`src/sv/thermal_step_controller_macros.svh`:
```
// Assertion helpers shared by the thermal step controller.
`ifndef THERMAL_STEP_CONTROLLER_MACROS_SVH
`define THERMAL_STEP_CONTROLLER_MACROS_SVH

// The consequent must hold in the same cycle as the antecedent.
`define TSC_ASSERT_SAME(label, ante, cons) \
    label: assert property (@(posedge clk) disable iff (!rst_n) (ante) |-> (cons)) \
        else $error("thermal_step_controller: same-cycle check failed");

// The consequent must hold in the cycle after the antecedent.
`define TSC_ASSERT_NEXT(label, ante, cons) \
    label: assert property (@(posedge clk) disable iff (!rst_n) (ante) |=> (cons)) \
        else $error("thermal_step_controller: next-cycle check failed");

`endif

```
`src/sv/tsc_pkg.sv`:
```
package tsc_pkg;

    // Field widths.
    localparam int ADC_WIDTH   = 12;
    localparam int TEMP_WIDTH  = 10;
    localparam int LEVEL_WIDTH = 8;
    localparam int DUTY_WIDTH  = 8;
    localparam int QUOT_WIDTH  = 9;
    localparam int NUM_WIDTH   = 18;

    // Default number of samples per average.
    localparam int SAMPLES_PER_AVERAGE = 4;

    // Depth of the queue between the front and back parts.
    localparam int QUEUE_DEPTH = 2;

    // Register reset value.
    localparam logic signed [TEMP_WIDTH-1:0] TARGET_RESET = 10'sd28;

    // Conversion constants: avg*250/4096 and (142 - scaled)*1000/435 + 25.
    localparam logic [7:0]  SCALE_MULT  = 8'd250;
    localparam int          SCALE_SHIFT = 12;
    localparam logic [8:0]  TEMP_OFFSET = 9'd142;
    localparam logic [9:0]  DEG_NUM     = 10'd1000;
    localparam int          DEG_DEN     = 435;
    localparam int          DEG_SHIFT   = 27;
    localparam int          DEG_MULT_WIDTH = 19;
    localparam logic [DEG_MULT_WIDTH-1:0] DEG_MULT =
        DEG_MULT_WIDTH'(((64'd1 << DEG_SHIFT) + 64'(DEG_DEN) - 64'd1) / 64'(DEG_DEN));
    localparam logic signed [TEMP_WIDTH-1:0] TEMP_BIAS = 10'sd25;

    // Control level limits.
    localparam logic [LEVEL_WIDTH-1:0] LEVEL_CENTER = 8'd128;
    localparam logic [LEVEL_WIDTH-1:0] LEVEL_MIN    = 8'd2;
    localparam logic [LEVEL_WIDTH-1:0] LEVEL_MAX    = 8'd254;
    localparam logic [LEVEL_WIDTH-1:0] LEVEL_LOW_STEP  = 8'd3;
    localparam logic [LEVEL_WIDTH-1:0] LEVEL_HIGH_STEP = 8'd253;

    // Duty limits for each drive direction.
    localparam logic [LEVEL_WIDTH-1:0] DIR_HIGH_MAG_CAP  = 8'd82;
    localparam logic [DUTY_WIDTH-1:0]  DIR_HIGH_DUTY_CAP = 8'd252;
    localparam logic [LEVEL_WIDTH-1:0] DIR_LOW_MAG_CAP   = 8'd125;
    localparam logic [DUTY_WIDTH-1:0]  DIR_LOW_DUTY_CAP  = 8'd250;

    // Drive direction codes.
    localparam logic DIR_HIGH = 1'b0;
    localparam logic DIR_LOW  = 1'b1;

    // Back part sequencer states.
    typedef enum logic [2:0] {
        BK_IDLE,
        BK_SCALE,
        BK_MAG,
        BK_QUOT,
        BK_LEVEL,
        BK_PUSH
    } tsc_back_state_t;

endpackage

```
`src/sv/tsc_sample_if.sv`:
```
interface tsc_sample_if;

    logic                            valid;
    logic                            ready;
    logic [tsc_pkg::ADC_WIDTH-1:0]   adc_sample;

    modport source (output valid, output adc_sample, input ready);
    modport sink   (input valid, input adc_sample, output ready);

endinterface

```
`src/sv/tsc_result_if.sv`:
```
interface tsc_result_if;

    logic                                   valid;
    logic                                   ready;
    logic [tsc_pkg::DUTY_WIDTH-1:0]         duty;
    logic                                   direction;
    logic signed [tsc_pkg::TEMP_WIDTH-1:0]  temperature;
    logic [tsc_pkg::LEVEL_WIDTH-1:0]        control_level;

    modport source (output valid, output duty, output direction, output temperature,
                    output control_level, input ready);
    modport sink   (input valid, input duty, input direction, input temperature,
                    input control_level, output ready);

endinterface

```
`src/sv/thermal_step_controller.sv`:
```
// The transaction that closes a group queues its sum; the back sequencer pops it, passes it through the
// scale, magnitude, quotient and level states and loads the output register in the push state once any
// previous result has been taken. The front takes one sample transaction per cycle, but one that closes
// a group waits while the two-entry queue to the sequencer is full; the queue absorbs short bursts.
// Reset (rst_n low, asynchronous): sum and count clear, level 128, direction 0, target 28.
`include "thermal_step_controller_macros.svh"

module thermal_step_controller #(
    parameter int SAMPLES_PER_AVERAGE = tsc_pkg::SAMPLES_PER_AVERAGE
) (
    input  logic                                   clk,
    input  logic                                   rst_n,
    input  logic                                   cfg_we,
    input  logic signed [tsc_pkg::TEMP_WIDTH-1:0]  cfg_wdata,
    tsc_sample_if.sink                             samples,
    tsc_result_if.source                           results
);

    localparam int SumWidth = tsc_pkg::ADC_WIDTH + $clog2(SAMPLES_PER_AVERAGE);

    logic signed [tsc_pkg::TEMP_WIDTH-1:0] target_reg;
    logic                 push;
    logic [SumWidth-1:0]  push_sum;
    logic                 pop;
    logic [SumWidth-1:0]  pop_sum;
    logic                 queue_full;
    logic                 queue_empty;

    // Target temperature register.
    always_ff @(posedge clk or negedge rst_n)
    begin
        if (!rst_n)
        begin
            target_reg <= tsc_pkg::TARGET_RESET;
        end
        else if (cfg_we)
        begin
            target_reg <= cfg_wdata;
        end
    end

    // Front: accumulates samples and queues each finished group sum.
    tsc_front #(
        .SAMPLES_PER_AVERAGE (SAMPLES_PER_AVERAGE),
        .SUM_WIDTH           (SumWidth)
    ) u_front (
        .clk        (clk),
        .rst_n      (rst_n),
        .samples    (samples),
        .queue_full (queue_full),
        .push       (push),
        .push_sum   (push_sum)
    );

    // Queue of group sums.
    tsc_fifo #(
        .WIDTH (SumWidth),
        .DEPTH (tsc_pkg::QUEUE_DEPTH)
    ) u_fifo (
        .clk       (clk),
        .rst_n     (rst_n),
        .push      (push),
        .push_data (push_sum),
        .pop       (pop),
        .pop_data  (pop_sum),
        .full      (queue_full),
        .empty     (queue_empty)
    );

    // Back: conversion, level step and result output.
    tsc_back #(
        .SAMPLES_PER_AVERAGE (SAMPLES_PER_AVERAGE),
        .SUM_WIDTH           (SumWidth)
    ) u_back (
        .clk         (clk),
        .rst_n       (rst_n),
        .target      (target_reg),
        .queue_empty (queue_empty),
        .queue_sum   (pop_sum),
        .pop         (pop),
        .results     (results)
    );

    // Queue is never overrun or read while empty.
    `TSC_ASSERT_SAME(a_no_push_full, push, !queue_full)
    `TSC_ASSERT_SAME(a_no_pop_empty, pop, !queue_empty)
    // Reported level stays inside the clamp and matches the reported direction and duty.
    `TSC_ASSERT_SAME(a_level_range, results.valid, (results.control_level >= tsc_pkg::LEVEL_MIN) && (results.control_level <= tsc_pkg::LEVEL_MAX))
    `TSC_ASSERT_SAME(a_center_duty, results.valid && (results.control_level == tsc_pkg::LEVEL_CENTER), results.duty == '0)
    `TSC_ASSERT_SAME(a_high_dir, results.valid && (results.control_level > tsc_pkg::LEVEL_CENTER), results.direction == tsc_pkg::DIR_HIGH)

endmodule

```
`src/sv/tsc_fifo.sv`:
```
module tsc_fifo #(
    parameter int WIDTH = 14,
    parameter int DEPTH = tsc_pkg::QUEUE_DEPTH
) (
    input  logic             clk,
    input  logic             rst_n,
    input  logic             push,
    input  logic [WIDTH-1:0] push_data,
    input  logic             pop,
    output logic [WIDTH-1:0] pop_data,
    output logic             full,
    output logic             empty
);

    localparam int PtrWidth   = (DEPTH > 1) ? $clog2(DEPTH) : 1;
    localparam int CountWidth = $clog2(DEPTH + 1);

    logic [WIDTH-1:0]      mem [DEPTH];
    logic [PtrWidth-1:0]   wr_ptr_reg;
    logic [PtrWidth-1:0]   rd_ptr_reg;
    logic [CountWidth-1:0] count_reg;

    assign full     = (count_reg == CountWidth'(DEPTH));
    assign empty    = (count_reg == '0);
    assign pop_data = mem[rd_ptr_reg];

    // Storage is written at the tail pointer.
    always_ff @(posedge clk)
    begin
        if (push)
        begin
            mem[wr_ptr_reg] <= push_data;
        end
    end

    // Pointers wrap at the queue depth; the count tracks occupancy.
    always_ff @(posedge clk or negedge rst_n)
    begin
        if (!rst_n)
        begin
            wr_ptr_reg <= '0;
            rd_ptr_reg <= '0;
            count_reg  <= '0;
        end
        else
        begin
            if (push)
            begin
                wr_ptr_reg <= (wr_ptr_reg == PtrWidth'(DEPTH - 1)) ? '0 : wr_ptr_reg + 1'b1;
            end
            if (pop)
            begin
                rd_ptr_reg <= (rd_ptr_reg == PtrWidth'(DEPTH - 1)) ? '0 : rd_ptr_reg + 1'b1;
            end
            if (push && !pop)
            begin
                count_reg <= count_reg + 1'b1;
            end
            else if (pop && !push)
            begin
                count_reg <= count_reg - 1'b1;
            end
        end
    end

endmodule

```
`src/sv/tsc_front.sv`:
```
module tsc_front #(
    parameter int SAMPLES_PER_AVERAGE = tsc_pkg::SAMPLES_PER_AVERAGE,
    parameter int SUM_WIDTH = tsc_pkg::ADC_WIDTH + $clog2(SAMPLES_PER_AVERAGE)
) (
    input  logic                 clk,
    input  logic                 rst_n,
    tsc_sample_if.sink           samples,
    input  logic                 queue_full,
    output logic                 push,
    output logic [SUM_WIDTH-1:0] push_sum
);

    localparam int CountWidth = $clog2(SAMPLES_PER_AVERAGE);

    logic [SUM_WIDTH-1:0]  sum_reg;
    logic [CountWidth-1:0] count_reg;
    logic                  last;
    logic                  accept;
    logic [SUM_WIDTH-1:0]  sum_next;

    // A transaction that closes a group needs room in the queue.
    assign last     = (count_reg == CountWidth'(SAMPLES_PER_AVERAGE - 1));
    assign samples.ready = !(last && queue_full);
    assign accept   = samples.valid && samples.ready;
    assign sum_next = sum_reg + SUM_WIDTH'(samples.adc_sample);
    assign push     = accept && last;
    assign push_sum = sum_next;

    // Running sum and sample counter for the current group.
    always_ff @(posedge clk or negedge rst_n)
    begin
        if (!rst_n)
        begin
            sum_reg   <= '0;
            count_reg <= '0;
        end
        else if (accept)
        begin
            if (last)
            begin
                sum_reg   <= '0;
                count_reg <= '0;
            end
            else
            begin
                sum_reg   <= sum_next;
                count_reg <= count_reg + 1'b1;
            end
        end
    end

endmodule

```
`src/sv/tsc_back.sv`:
```
module tsc_back #(
    parameter int SAMPLES_PER_AVERAGE = tsc_pkg::SAMPLES_PER_AVERAGE,
    parameter int SUM_WIDTH = tsc_pkg::ADC_WIDTH + $clog2(SAMPLES_PER_AVERAGE)
) (
    input  logic                                   clk,
    input  logic                                   rst_n,
    input  logic signed [tsc_pkg::TEMP_WIDTH-1:0]  target,
    input  logic                                   queue_empty,
    input  logic [SUM_WIDTH-1:0]                   queue_sum,
    output logic                                   pop,
    tsc_result_if.source                           results
);

    // Division by the group size as a reciprocal multiply, exact for all sums.
    localparam int CountWidth = $clog2(SAMPLES_PER_AVERAGE);
    localparam int AvgShift   = SUM_WIDTH + CountWidth;
    localparam int MultWidth  = SUM_WIDTH + 1;
    localparam int ProdWidth  = SUM_WIDTH + MultWidth;
    localparam logic [MultWidth-1:0] AvgMult = MultWidth'(
        ((64'd1 << AvgShift) + 64'(SAMPLES_PER_AVERAGE) - 64'd1) / 64'(SAMPLES_PER_AVERAGE));

    localparam int AW = tsc_pkg::ADC_WIDTH;
    localparam int LW = tsc_pkg::LEVEL_WIDTH;
    localparam int TW = tsc_pkg::TEMP_WIDTH;
    localparam int QW = tsc_pkg::QUOT_WIDTH;
    localparam int NW = tsc_pkg::NUM_WIDTH;
    localparam int DW = tsc_pkg::DEG_MULT_WIDTH;

    tsc_pkg::tsc_back_state_t state_reg, state_next;

    logic [ProdWidth-1:0]  prod_reg;
    logic [7:0]            scaled_reg;
    logic                  neg_reg;
    logic [NW-1:0]         num_reg;
    logic [QW-1:0]         quot_reg;
    logic signed [TW-1:0]  temp_reg;
    logic [LW-1:0]         level_reg, level_next;
    logic                  dir_reg, dir_next;

    logic                  out_valid_reg, out_valid_next;
    logic [tsc_pkg::DUTY_WIDTH-1:0] out_duty_reg;
    logic                  out_dir_reg;
    logic signed [TW-1:0]  out_temp_reg;
    logic [LW-1:0]         out_level_reg;

    logic [AW-1:0]         avg;
    logic [AW+7:0]         scale_prod;
    logic signed [8:0]     diff;
    logic signed [8:0]     diff_neg;
    logic [7:0]            mag_deg;
    logic [NW+DW-1:0]      deg_prod;
    logic signed [TW-1:0]  temp;
    logic [LW-1:0]         mag;
    logic                  dir;
    logic [tsc_pkg::DUTY_WIDTH-1:0] duty;
    logic                  out_load;

    // Datapath arithmetic between the sequencer registers.
    assign avg        = prod_reg[AvgShift +: AW];
    assign scale_prod = avg * tsc_pkg::SCALE_MULT;
    assign diff       = $signed(tsc_pkg::TEMP_OFFSET) - $signed({1'b0, scaled_reg});
    assign diff_neg   = -diff;
    assign mag_deg    = diff[8] ? diff_neg[7:0] : diff[7:0];
    assign deg_prod   = num_reg * tsc_pkg::DEG_MULT;
    assign temp       = neg_reg ? (tsc_pkg::TEMP_BIAS - $signed({1'b0, quot_reg}))
                                : (tsc_pkg::TEMP_BIAS + $signed({1'b0, quot_reg}));

    // Direction and duty follow from the stored control level.
    always_comb
    begin
        if (level_reg > tsc_pkg::LEVEL_CENTER)
        begin
            dir = tsc_pkg::DIR_HIGH;
            mag = level_reg - tsc_pkg::LEVEL_CENTER;
        end
        else if (level_reg < tsc_pkg::LEVEL_CENTER)
        begin
            dir = tsc_pkg::DIR_LOW;
            mag = tsc_pkg::LEVEL_CENTER - level_reg;
        end
        else
        begin
            dir = dir_reg;
            mag = '0;
        end
        if (dir == tsc_pkg::DIR_HIGH)
        begin
            duty = (mag >= tsc_pkg::DIR_HIGH_MAG_CAP) ? tsc_pkg::DIR_HIGH_DUTY_CAP
                                                      : 8'(mag * 2'd3);
        end
        else
        begin
            duty = (mag >= tsc_pkg::DIR_LOW_MAG_CAP) ? tsc_pkg::DIR_LOW_DUTY_CAP
                                                     : 8'(mag * 2'd2);
        end
    end

    // Sequencer: next state, queue pop, level step and output load.
    always_comb
    begin
        state_next = state_reg;
        pop        = 1'b0;
        level_next = level_reg;
        dir_next   = dir_reg;
        out_load   = 1'b0;
        unique case (state_reg)
            tsc_pkg::BK_IDLE:
            begin
                if (!queue_empty)
                begin
                    pop        = 1'b1;
                    state_next = tsc_pkg::BK_SCALE;
                end
            end
            tsc_pkg::BK_SCALE:
            begin
                state_next = tsc_pkg::BK_MAG;
            end
            tsc_pkg::BK_MAG:
            begin
                state_next = tsc_pkg::BK_QUOT;
            end
            tsc_pkg::BK_QUOT:
            begin
                state_next = tsc_pkg::BK_LEVEL;
            end
            tsc_pkg::BK_LEVEL:
            begin
                if (temp < target)
                begin
                    level_next = (level_reg <= tsc_pkg::LEVEL_LOW_STEP) ? tsc_pkg::LEVEL_MIN
                                                                        : level_reg - 1'b1;
                end
                else if (temp > target)
                begin
                    level_next = (level_reg >= tsc_pkg::LEVEL_HIGH_STEP) ? tsc_pkg::LEVEL_MAX
                                                                         : level_reg + 1'b1;
                end
                state_next = tsc_pkg::BK_PUSH;
            end
            tsc_pkg::BK_PUSH:
            begin
                if (!out_valid_reg || results.ready)
                begin
                    out_load   = 1'b1;
                    dir_next   = dir;
                    state_next = tsc_pkg::BK_IDLE;
                end
            end
            default:
            begin
                state_next = tsc_pkg::BK_IDLE;
            end
        endcase
        out_valid_next = out_load || (out_valid_reg && !results.ready);
    end

    // Control state.
    always_ff @(posedge clk or negedge rst_n)
    begin
        if (!rst_n)
        begin
            state_reg     <= tsc_pkg::BK_IDLE;
            level_reg     <= tsc_pkg::LEVEL_CENTER;
            dir_reg       <= tsc_pkg::DIR_HIGH;
            out_valid_reg <= 1'b0;
        end
        else
        begin
            state_reg     <= state_next;
            level_reg     <= level_next;
            dir_reg       <= dir_next;
            out_valid_reg <= out_valid_next;
        end
    end

    // Datapath registers, at most one multiply per stage.
    always_ff @(posedge clk)
    begin
        if (pop)
        begin
            prod_reg <= queue_sum * AvgMult;
        end
        if (state_reg == tsc_pkg::BK_SCALE)
        begin
            scaled_reg <= scale_prod[tsc_pkg::SCALE_SHIFT +: 8];
        end
        if (state_reg == tsc_pkg::BK_MAG)
        begin
            neg_reg <= diff[8];
            num_reg <= mag_deg * tsc_pkg::DEG_NUM;
        end
        if (state_reg == tsc_pkg::BK_QUOT)
        begin
            quot_reg <= deg_prod[tsc_pkg::DEG_SHIFT +: QW];
        end
        if (state_reg == tsc_pkg::BK_LEVEL)
        begin
            temp_reg <= temp;
        end
        if (out_load)
        begin
            out_duty_reg  <= duty;
            out_dir_reg   <= dir;
            out_temp_reg  <= temp_reg;
            out_level_reg <= level_reg;
        end
    end

    // Output register toward the result channel.
    assign results.valid         = out_valid_reg;
    assign results.duty          = out_duty_reg;
    assign results.direction     = out_dir_reg;
    assign results.temperature   = out_temp_reg;
    assign results.control_level = out_level_reg;

endmodule

```
`src/flat_wrapper.sv`:
```
// flat-port wrapper written by rule: the top's interface ports become plain ports
module thermal_step_controller_flat 
#(
    parameter int SAMPLES_PER_AVERAGE = tsc_pkg::SAMPLES_PER_AVERAGE
)
  (clk, rst_n, cfg_we, cfg_wdata, samples_valid, samples_adc_sample, samples_ready, results_valid, results_duty, results_direction, results_temperature, results_control_level, results_ready);
  tsc_sample_if samples_i ();
  tsc_result_if results_i ();
  input  logic clk;
  input  logic rst_n;
  input  logic cfg_we;
  input  logic signed [tsc_pkg::TEMP_WIDTH-1:0] cfg_wdata;
  input wire logic [$bits(samples_i.valid)-1:0] samples_valid;
  input wire logic [$bits(samples_i.adc_sample)-1:0] samples_adc_sample;
  output wire logic [$bits(samples_i.ready)-1:0] samples_ready;
  output wire logic [$bits(results_i.valid)-1:0] results_valid;
  output wire logic [$bits(results_i.duty)-1:0] results_duty;
  output wire logic [$bits(results_i.direction)-1:0] results_direction;
  output wire logic [$bits(results_i.temperature)-1:0] results_temperature;
  output wire logic [$bits(results_i.control_level)-1:0] results_control_level;
  input wire logic [$bits(results_i.ready)-1:0] results_ready;
  assign samples_i.valid = samples_valid;
  assign samples_i.adc_sample = samples_adc_sample;
  assign samples_ready = samples_i.ready;
  assign results_valid = results_i.valid;
  assign results_duty = results_i.duty;
  assign results_direction = results_i.direction;
  assign results_temperature = results_i.temperature;
  assign results_control_level = results_i.control_level;
  assign results_i.ready = results_ready;
  thermal_step_controller #(.SAMPLES_PER_AVERAGE(SAMPLES_PER_AVERAGE)) u_core (.clk(clk), .rst_n(rst_n), .cfg_we(cfg_we), .cfg_wdata(cfg_wdata), .samples(samples_i), .results(results_i));
endmodule
```
`config.mk`:
```
export PLATFORM = sky130hd
export DESIGN_NAME = thermal_step_controller_flat
export DESIGN_NICKNAME = d
export VERILOG_FILES = /design/src/sv/tsc_pkg.sv /design/src/sv/tsc_sample_if.sv /design/src/sv/tsc_result_if.sv /design/src/sv/thermal_step_controller.sv /design/src/sv/tsc_fifo.sv /design/src/sv/tsc_front.sv /design/src/sv/tsc_back.sv /design/src/flat_wrapper.sv
export VERILOG_INCLUDE_DIRS = /design/src /design/src/sv
export SDC_FILE = /design/constraint.sdc
export NUM_CORES = 1
export LEC_CHECK = 0
export BUFFER_PORTS_ARGS = -buffer_cell sky130_fd_sc_hd__buf_2
export CAP_MARGIN = 25
export CORE_MARGIN = 5
export CORE_UTILIZATION = 58
export CTS_CLUSTER_DIAMETER = 30
export DETAILED_ROUTE_END_ITERATION = 10
export PLACE_DENSITY = 0.82
export SYNTH_ARGS = -nofsm -noshare
export SYNTH_HDL_FRONTEND = slang
export SYNTH_HIERARCHICAL = 1
export SYNTH_SLANG_ARGS = --single-unit
```
`constraint.sdc`:
```
create_clock -name clk -period 5.4 [get_ports clk]
set_clock_uncertainty 0.05 [all_clocks]
set_input_delay 1.08 -clock clk [delete_from_list [all_inputs] [get_ports clk]]
set_output_delay 1.08 -clock clk [all_outputs]
set_load 0.03 [all_outputs]
```
==> flow_metrics.tcl, run 1 <==
set metrics [dict create \
    hpwl_mm 24.4 \
    multiInputGateArea_mm2 0.00965 \
    grt_pass1_vias 10800 \
    place_inst 1748 \
    syn_area_mm2 0.0147 \
    hold_class "register to register" \
    worstSetupStartpoint "u_core/u_back/num_reg[6]$_DFFE_PN_" \
    r2r_cells 18 \
    root_buffer "clkbuf_16" \
    grt_usage_pct 22.1 \
    rsz0062_at_grt "true" \
    fin_nets 1861 \
    synth_nets 1751 \
    cp_max_fo 6 \
    port_buffers 55 \
    cts_inserted_buffers 17 \
    die_h_um 169 \
    slew_headroom_pct 37.9 \
    htreeDepth 4 \
    r2r_start "u_core/u_back/num_reg[6]$_DFFE_PN_" \
    clock_sink_count 149 \
    outcome "finished, final reports clean" \
    syn_inst 1339 \
    finalCritPeriodShare_pct 99.5 \
    ios 56 \
    layout_common_cells "ha_1, inv_1, fa_1" \
    synth.avg_cell_area_um2 11.0 \
    regToRegSetupSlack_ns 0.03 \
    wl_per_cell_um 17.0 \
    cp_slowest_cell "fa_1" \
    holdBufCountCts 0 \
    postRouteWirelength_mm 30.5 \
    gp_congestion 0.994 \
    crit_type "register to register" \
    largest_register_ffs 24 \
    grt_pass1_wl_mm 51.3 \
    cp.depth 18 \
    mostFrequentLayoutCell "ha_1" \
    r2r-end "u_core/u_back/quot_reg[7]$_DFFE_PN_" \
    path_buf_inv 4 \
    start_util_pct 58.7 \
    vias_per_cell 5.61 \
    ant_nets 0 \
    grt-ovfl-total 0 \
    crit_end "u_core/u_back/quot_reg[7]$_DFFE_PN_" \
    instances_no_fill 1792 \
    die_w_um 169 \
    cp-end-kind "register" \
    min_period_ns 5.37 \
    crit_family "adder cells" \
    diodes 0 \
    seq_area_mm2 0.00426 \
    core_mm2 0.0251 \
    final_util_pct 65.9 \
    rows 58 \
    tightest_slew_ns 0.928 \
    path_clk_slew_ns 0.07 \
    critical_path.cell_chain "ha_1 -> inv_1 -> fa_1 -> inv_1 -> fa_1 -> inv_1 -> fa_1 -> fa_1 -> inv_1 -> ha_1 -> ha_1 -> and3_1 -> nand3_4 -> o41ai_2 -> a21oi_2 -> a21o_4 -> a311o_1 -> o311ai_2" \
    insertion_delay_ns 0.43 \
    drt_pass1_iterations 5 \
    final_max_slew_viol_count 0 \
    num_vias 10100 \
    areaGrowthSynthToFinish_pct 12.4 \
    grt_max_degree 44 \
    cts_tree "built" \
    crit_required_ns 5.59 \
    finalHoldViolCount 0 \
    nFillCells 1832 \
    setup_viol 0 \
    cp_slowest_stage_delay_ns 0.55 \
    cap_violations 0 \
    critPathLaunchType "register" \
    cts_buffer_depth 2 \
    drt_iter0_markers 660 \
    cp.arrival_ns 5.56 \
    die_area_mm2 0.0287 \
    drc 0 \
    fmax_mhz 186 \
    drive_gt1_share_pct 16.1 \
    antenna_found_initial 0 \
    ys.warnings.count 6 \
    hp-start "u_core/u_back/temp_reg[7]$_DFFE_PP_" \
]
how the worst min path moves through the flow:
stage | endpoint | cells after the start
floorplan | u_core/u_back/results.temperature[0]$_DFFE_PP_ | 0
global route | u_core/u_back/results.temperature[7]$_DFFE_PP_ | 0
detailed placement | u_core/u_back/results.temperature[8]$_DFFE_PP_ | 0
global placement | u_core/u_back/results.temperature[0]$_DFFE_PP_ | 0
finish | u_core/u_back/results.temperature[7]$_DFFE_PP_ | 0
CTS | u_core/u_back/results.temperature[8]$_DFFE_PP_ | 0
layer usage:
metal	part of all wire, %	wire length [um]	up-vias	global-route usage, %
met3	4.4	1340	55	3.17
met4	2.6	791	0	7.21
met5	0	0	-	0
met1	41	12600	4981	27.6
met2	52	15800	248	39.7
li1	-	-	4776	-
through the flow:
step / hold WS (ns) / area [um^2] / setup WS, ns / TNS, ns
finish: 0.375 / 16500 / 0.0278 / 0
detailed placement: 0.356 / 15700 / -0.134 / -0.367
floorplan: 0.350 / 14700 / 0.00433 / 0
global route: 0.378 / 16500 / -0.144 / -0.486
CTS: 0.371 / 16300 / 0.0194 / 0
global placement: 0.352 / 15700 / -0.0179 / -0.0270
cell type report:
type	count	area share, %
multi-input combinational	922	58.3
sequential	149	25.8
inverter	247	5.60
timing repair buffer	112	4.35
clock buffer	19	2.80
tap	330	2.49
clock inverter	13	0.665
what timing repair did:
| action | 4_1_cts | 5_1_grt |
|---|---|---|
| hold endpoints to repair | 0 | 0 |
| setup buffers | 3 | 8 |
| gates cloned | 0 | 0 |
| gates resized for setup | 12 | 27 |
| pin swaps | 14 | 23 |
| endpoints found under the setup margin | 8 | 13 |
Power of run 1 is not shown: default switching activity piles up to over one toggle a cycle in this logic, so the estimate is an artifact.
==> inputs of run 2 (changes only) <==
--- a/config.mk
+++ b/config.mk
@@ -8,6 +8,7 @@
 export LEC_CHECK = 0
 export BUFFER_PORTS_ARGS = -buffer_cell sky130_fd_sc_hd__buf_2
 export CAP_MARGIN = 25
+export CORE_ASPECT_RATIO = 0.9
 export CORE_MARGIN = 5
 export CORE_UTILIZATION = 58
 export CTS_CLUSTER_DIAMETER = 30
==> run 2 against run 1 <==
  * Flip-flop and latch count is the same
  * First-iteration DRC count grew 4.2%
  * Fmax increased by 0.22%
  * Register-to-register slack hardly changed
  * Worst setup slack better by 0.012 ns
  * Via count down 0.32%
  * Cell count is 0.78% higher
  * Non-clock buffer count increased by 2
  * Count of clock-buffer cells in the layout grew 1
  * Global-route usage down 0.47 points
  * Critical path depth stayed put
  * Die area about the same
  * Critical path type unchanged
  * Highest routed layer unchanged
==> flow_metrics.tcl, run 2 (synthesized netlist as in run 1, its figures left out) <==
set metrics [dict create \
    outcome "finished, final reports clean" \
    die_area_mm2 0.0287 \
    mostFrequentLayoutCell "ha_1" \
    fin_ws_ns 0.0397 \
    die_w_um 178 \
    cp_max_fo 4 \
    fin_nets 1863 \
    layout_common_cells "ha_1, inv_1, fa_1" \
    finalCritPeriodShare_pct 99.3 \
    rows 55 \
    num_vias 10000 \
    htreeDepth 4 \
    place_inst 1755 \
    die_h_um 161 \
    cp-end-kind "register" \
    cts_tree "built" \
    setup_viol 0 \
    cts_buffer_depth 2 \
    grt-ovfl-total 0 \
    fmax_mhz 187 \
    path_clk_slew_ns 0.07 \
    gp_congestion 0.969 \
    path_buf_inv 4 \
    ios 56 \
    diodes 0 \
    port_buffers 55 \
    cp_slowest_cell "fa_1" \
    largest_register_ffs 24 \
    instances_no_fill 1806 \
    finalHoldViolCount 0 \
    crit_family "adder cells" \
    grt_usage_pct 21.6 \
    tns_ns 0 \
    critical_path.cell_chain "ha_4 -> inv_2 -> fa_1 -> fa_1 -> inv_1 -> fa_1 -> fa_1 -> inv_1 -> fa_1 -> inv_2 -> ha_4 -> and3_4 -> nand3_4 -> o41ai_4 -> a21oi_2 -> a21o_4 -> a311o_1 -> o311ai_2" \
    drive_gt1_share_pct 17.2 \
    slew_headroom_pct 41.3 \
    holdBufCountCts 0 \
    hold_class "register to register" \
    grt_pass1_wl_mm 50.1 \
    core_mm2 0.0251 \
    root_buffer "clkbuf_16" \
    ant_nets 0 \
    postRouteWirelength_mm 30.1 \
    cts_inserted_buffers 17 \
    grt_pass1_vias 10600 \
    grt_max_degree 44 \
    hpwl_mm 23.6 \
    crit_path_frequent_cell "fa_1" \
    min_period_ns 5.36 \
    critPathLaunchType "register" \
    final_max_slew_viol_count 0 \
    insertion_delay_ns 0.43 \
    clock_sink_count 149 \
    cp.arrival_ns 5.56 \
    crit_type "register to register" \
    start_util_pct 58.6 \
    vias_per_cell 5.55 \
    areaGrowthSynthToFinish_pct 13.2 \
    crit_required_ns 5.60 \
    cap_violations 0 \
    drc 0 \
    antenna_found_initial 0 \
    wl_per_cell_um 16.6 \
    dpl_worst_slack_ns -0.118 \
    tightest_slew_ns 0.871 \
    rsz0062_at_grt "true" \
    cp_slowest_stage_delay_ns 0.52 \
    drt_iter0_markers 688 \
    drt_pass1_iterations 4 \
    final_util_pct 66.4 \
]
-- run 2: per-stage QoR --
stage,hold slack (ns),cell area [um^2]
6_report,0.367,16700
5_1_grt,0.378,16700
4_1_cts,0.369,16300
3_5_place_dp,0.355,15600
3_3_place_gp,0.354,15600
2_1_floorplan,0.350,14700
-- run 2: routing by layer --
layer | part of all wire [%] | wire [um] | global-route usage, % | vias to the layer above
li1 | - | - | - | 4790
met1 | 44 | 13100 | 28.9 | 4953
met2 | 49 | 14900 | 35.8 | 234
met3 | 4.5 | 1350 | 4.03 | 51
met4 | 2.4 | 715 | 6.99 | 0
met5 | 0 | 0 | 0 | -
-- run 2: timing repair --
item,4_1_cts,5_1_grt
endpoints found under the setup margin,7,14
buffers inserted,7,10
gates resized for setup,8,48
pin swaps,13,33
-- run 2: worst register-to-register path: stages (launching register included) --
cell and delay, ns:
edfxtp_1 0.51, ha_4 0.33, inv_2 0.03, fa_1 0.47, fa_1 0.52, inv_1 0.05, fa_1 0.45, fa_1 0.51
inv_1 0.05, fa_1 0.49, inv_2 0.05, ha_4 0.26, and3_4 0.19, nand3_4 0.10, o41ai_4 0.40, a21oi_2 0.11
a21o_4 0.26, a311o_1 0.30, o311ai_2 0.08
-- run 2: path summary, 6_finish.rpt --
kind | start | end | slack (ns) | cells after the start
setup / recovery | u_core/u_back/num_reg[6]$_DFFE_PN_ | u_core/u_back/quot_reg[7]$_DFFE_PN_ | 0.04 | 18
hold / removal | u_core/u_back/temp_reg[1]$_DFFE_PP_ | u_core/u_back/results.temperature[1]$_DFFE_PP_ | 0.37 | 0
setup reg to reg | u_core/u_back/num_reg[6]$_DFFE_PN_ | u_core/u_back/quot_reg[7]$_DFFE_PN_ | 0.04 | 18
hold reg to reg | u_core/u_back/temp_reg[1]$_DFFE_PP_ | u_core/u_back/results.temperature[1]$_DFFE_PP_ | 0.37 | 0
max in group asynchronous | rst_n | u_core/u_front/sum_reg[10]$_DFFE_PN0P_ | 4.36 | 2
min in group asynchronous | rst_n | u_core/u_back/level_reg[5]$_DFFE_PN0P_ | 0.48 | 1
-- run 2: final cells by class --
class,count,area (um^2)
clock buffers,20,479
clock inverters,12,110
fillers,1777,8450
inverters,247,927
multi-input cells,922,9730
flip-flops and latches,149,4260
well taps,342,428
repair buffers,114,734
Power of run 2 is left out for the same reason.
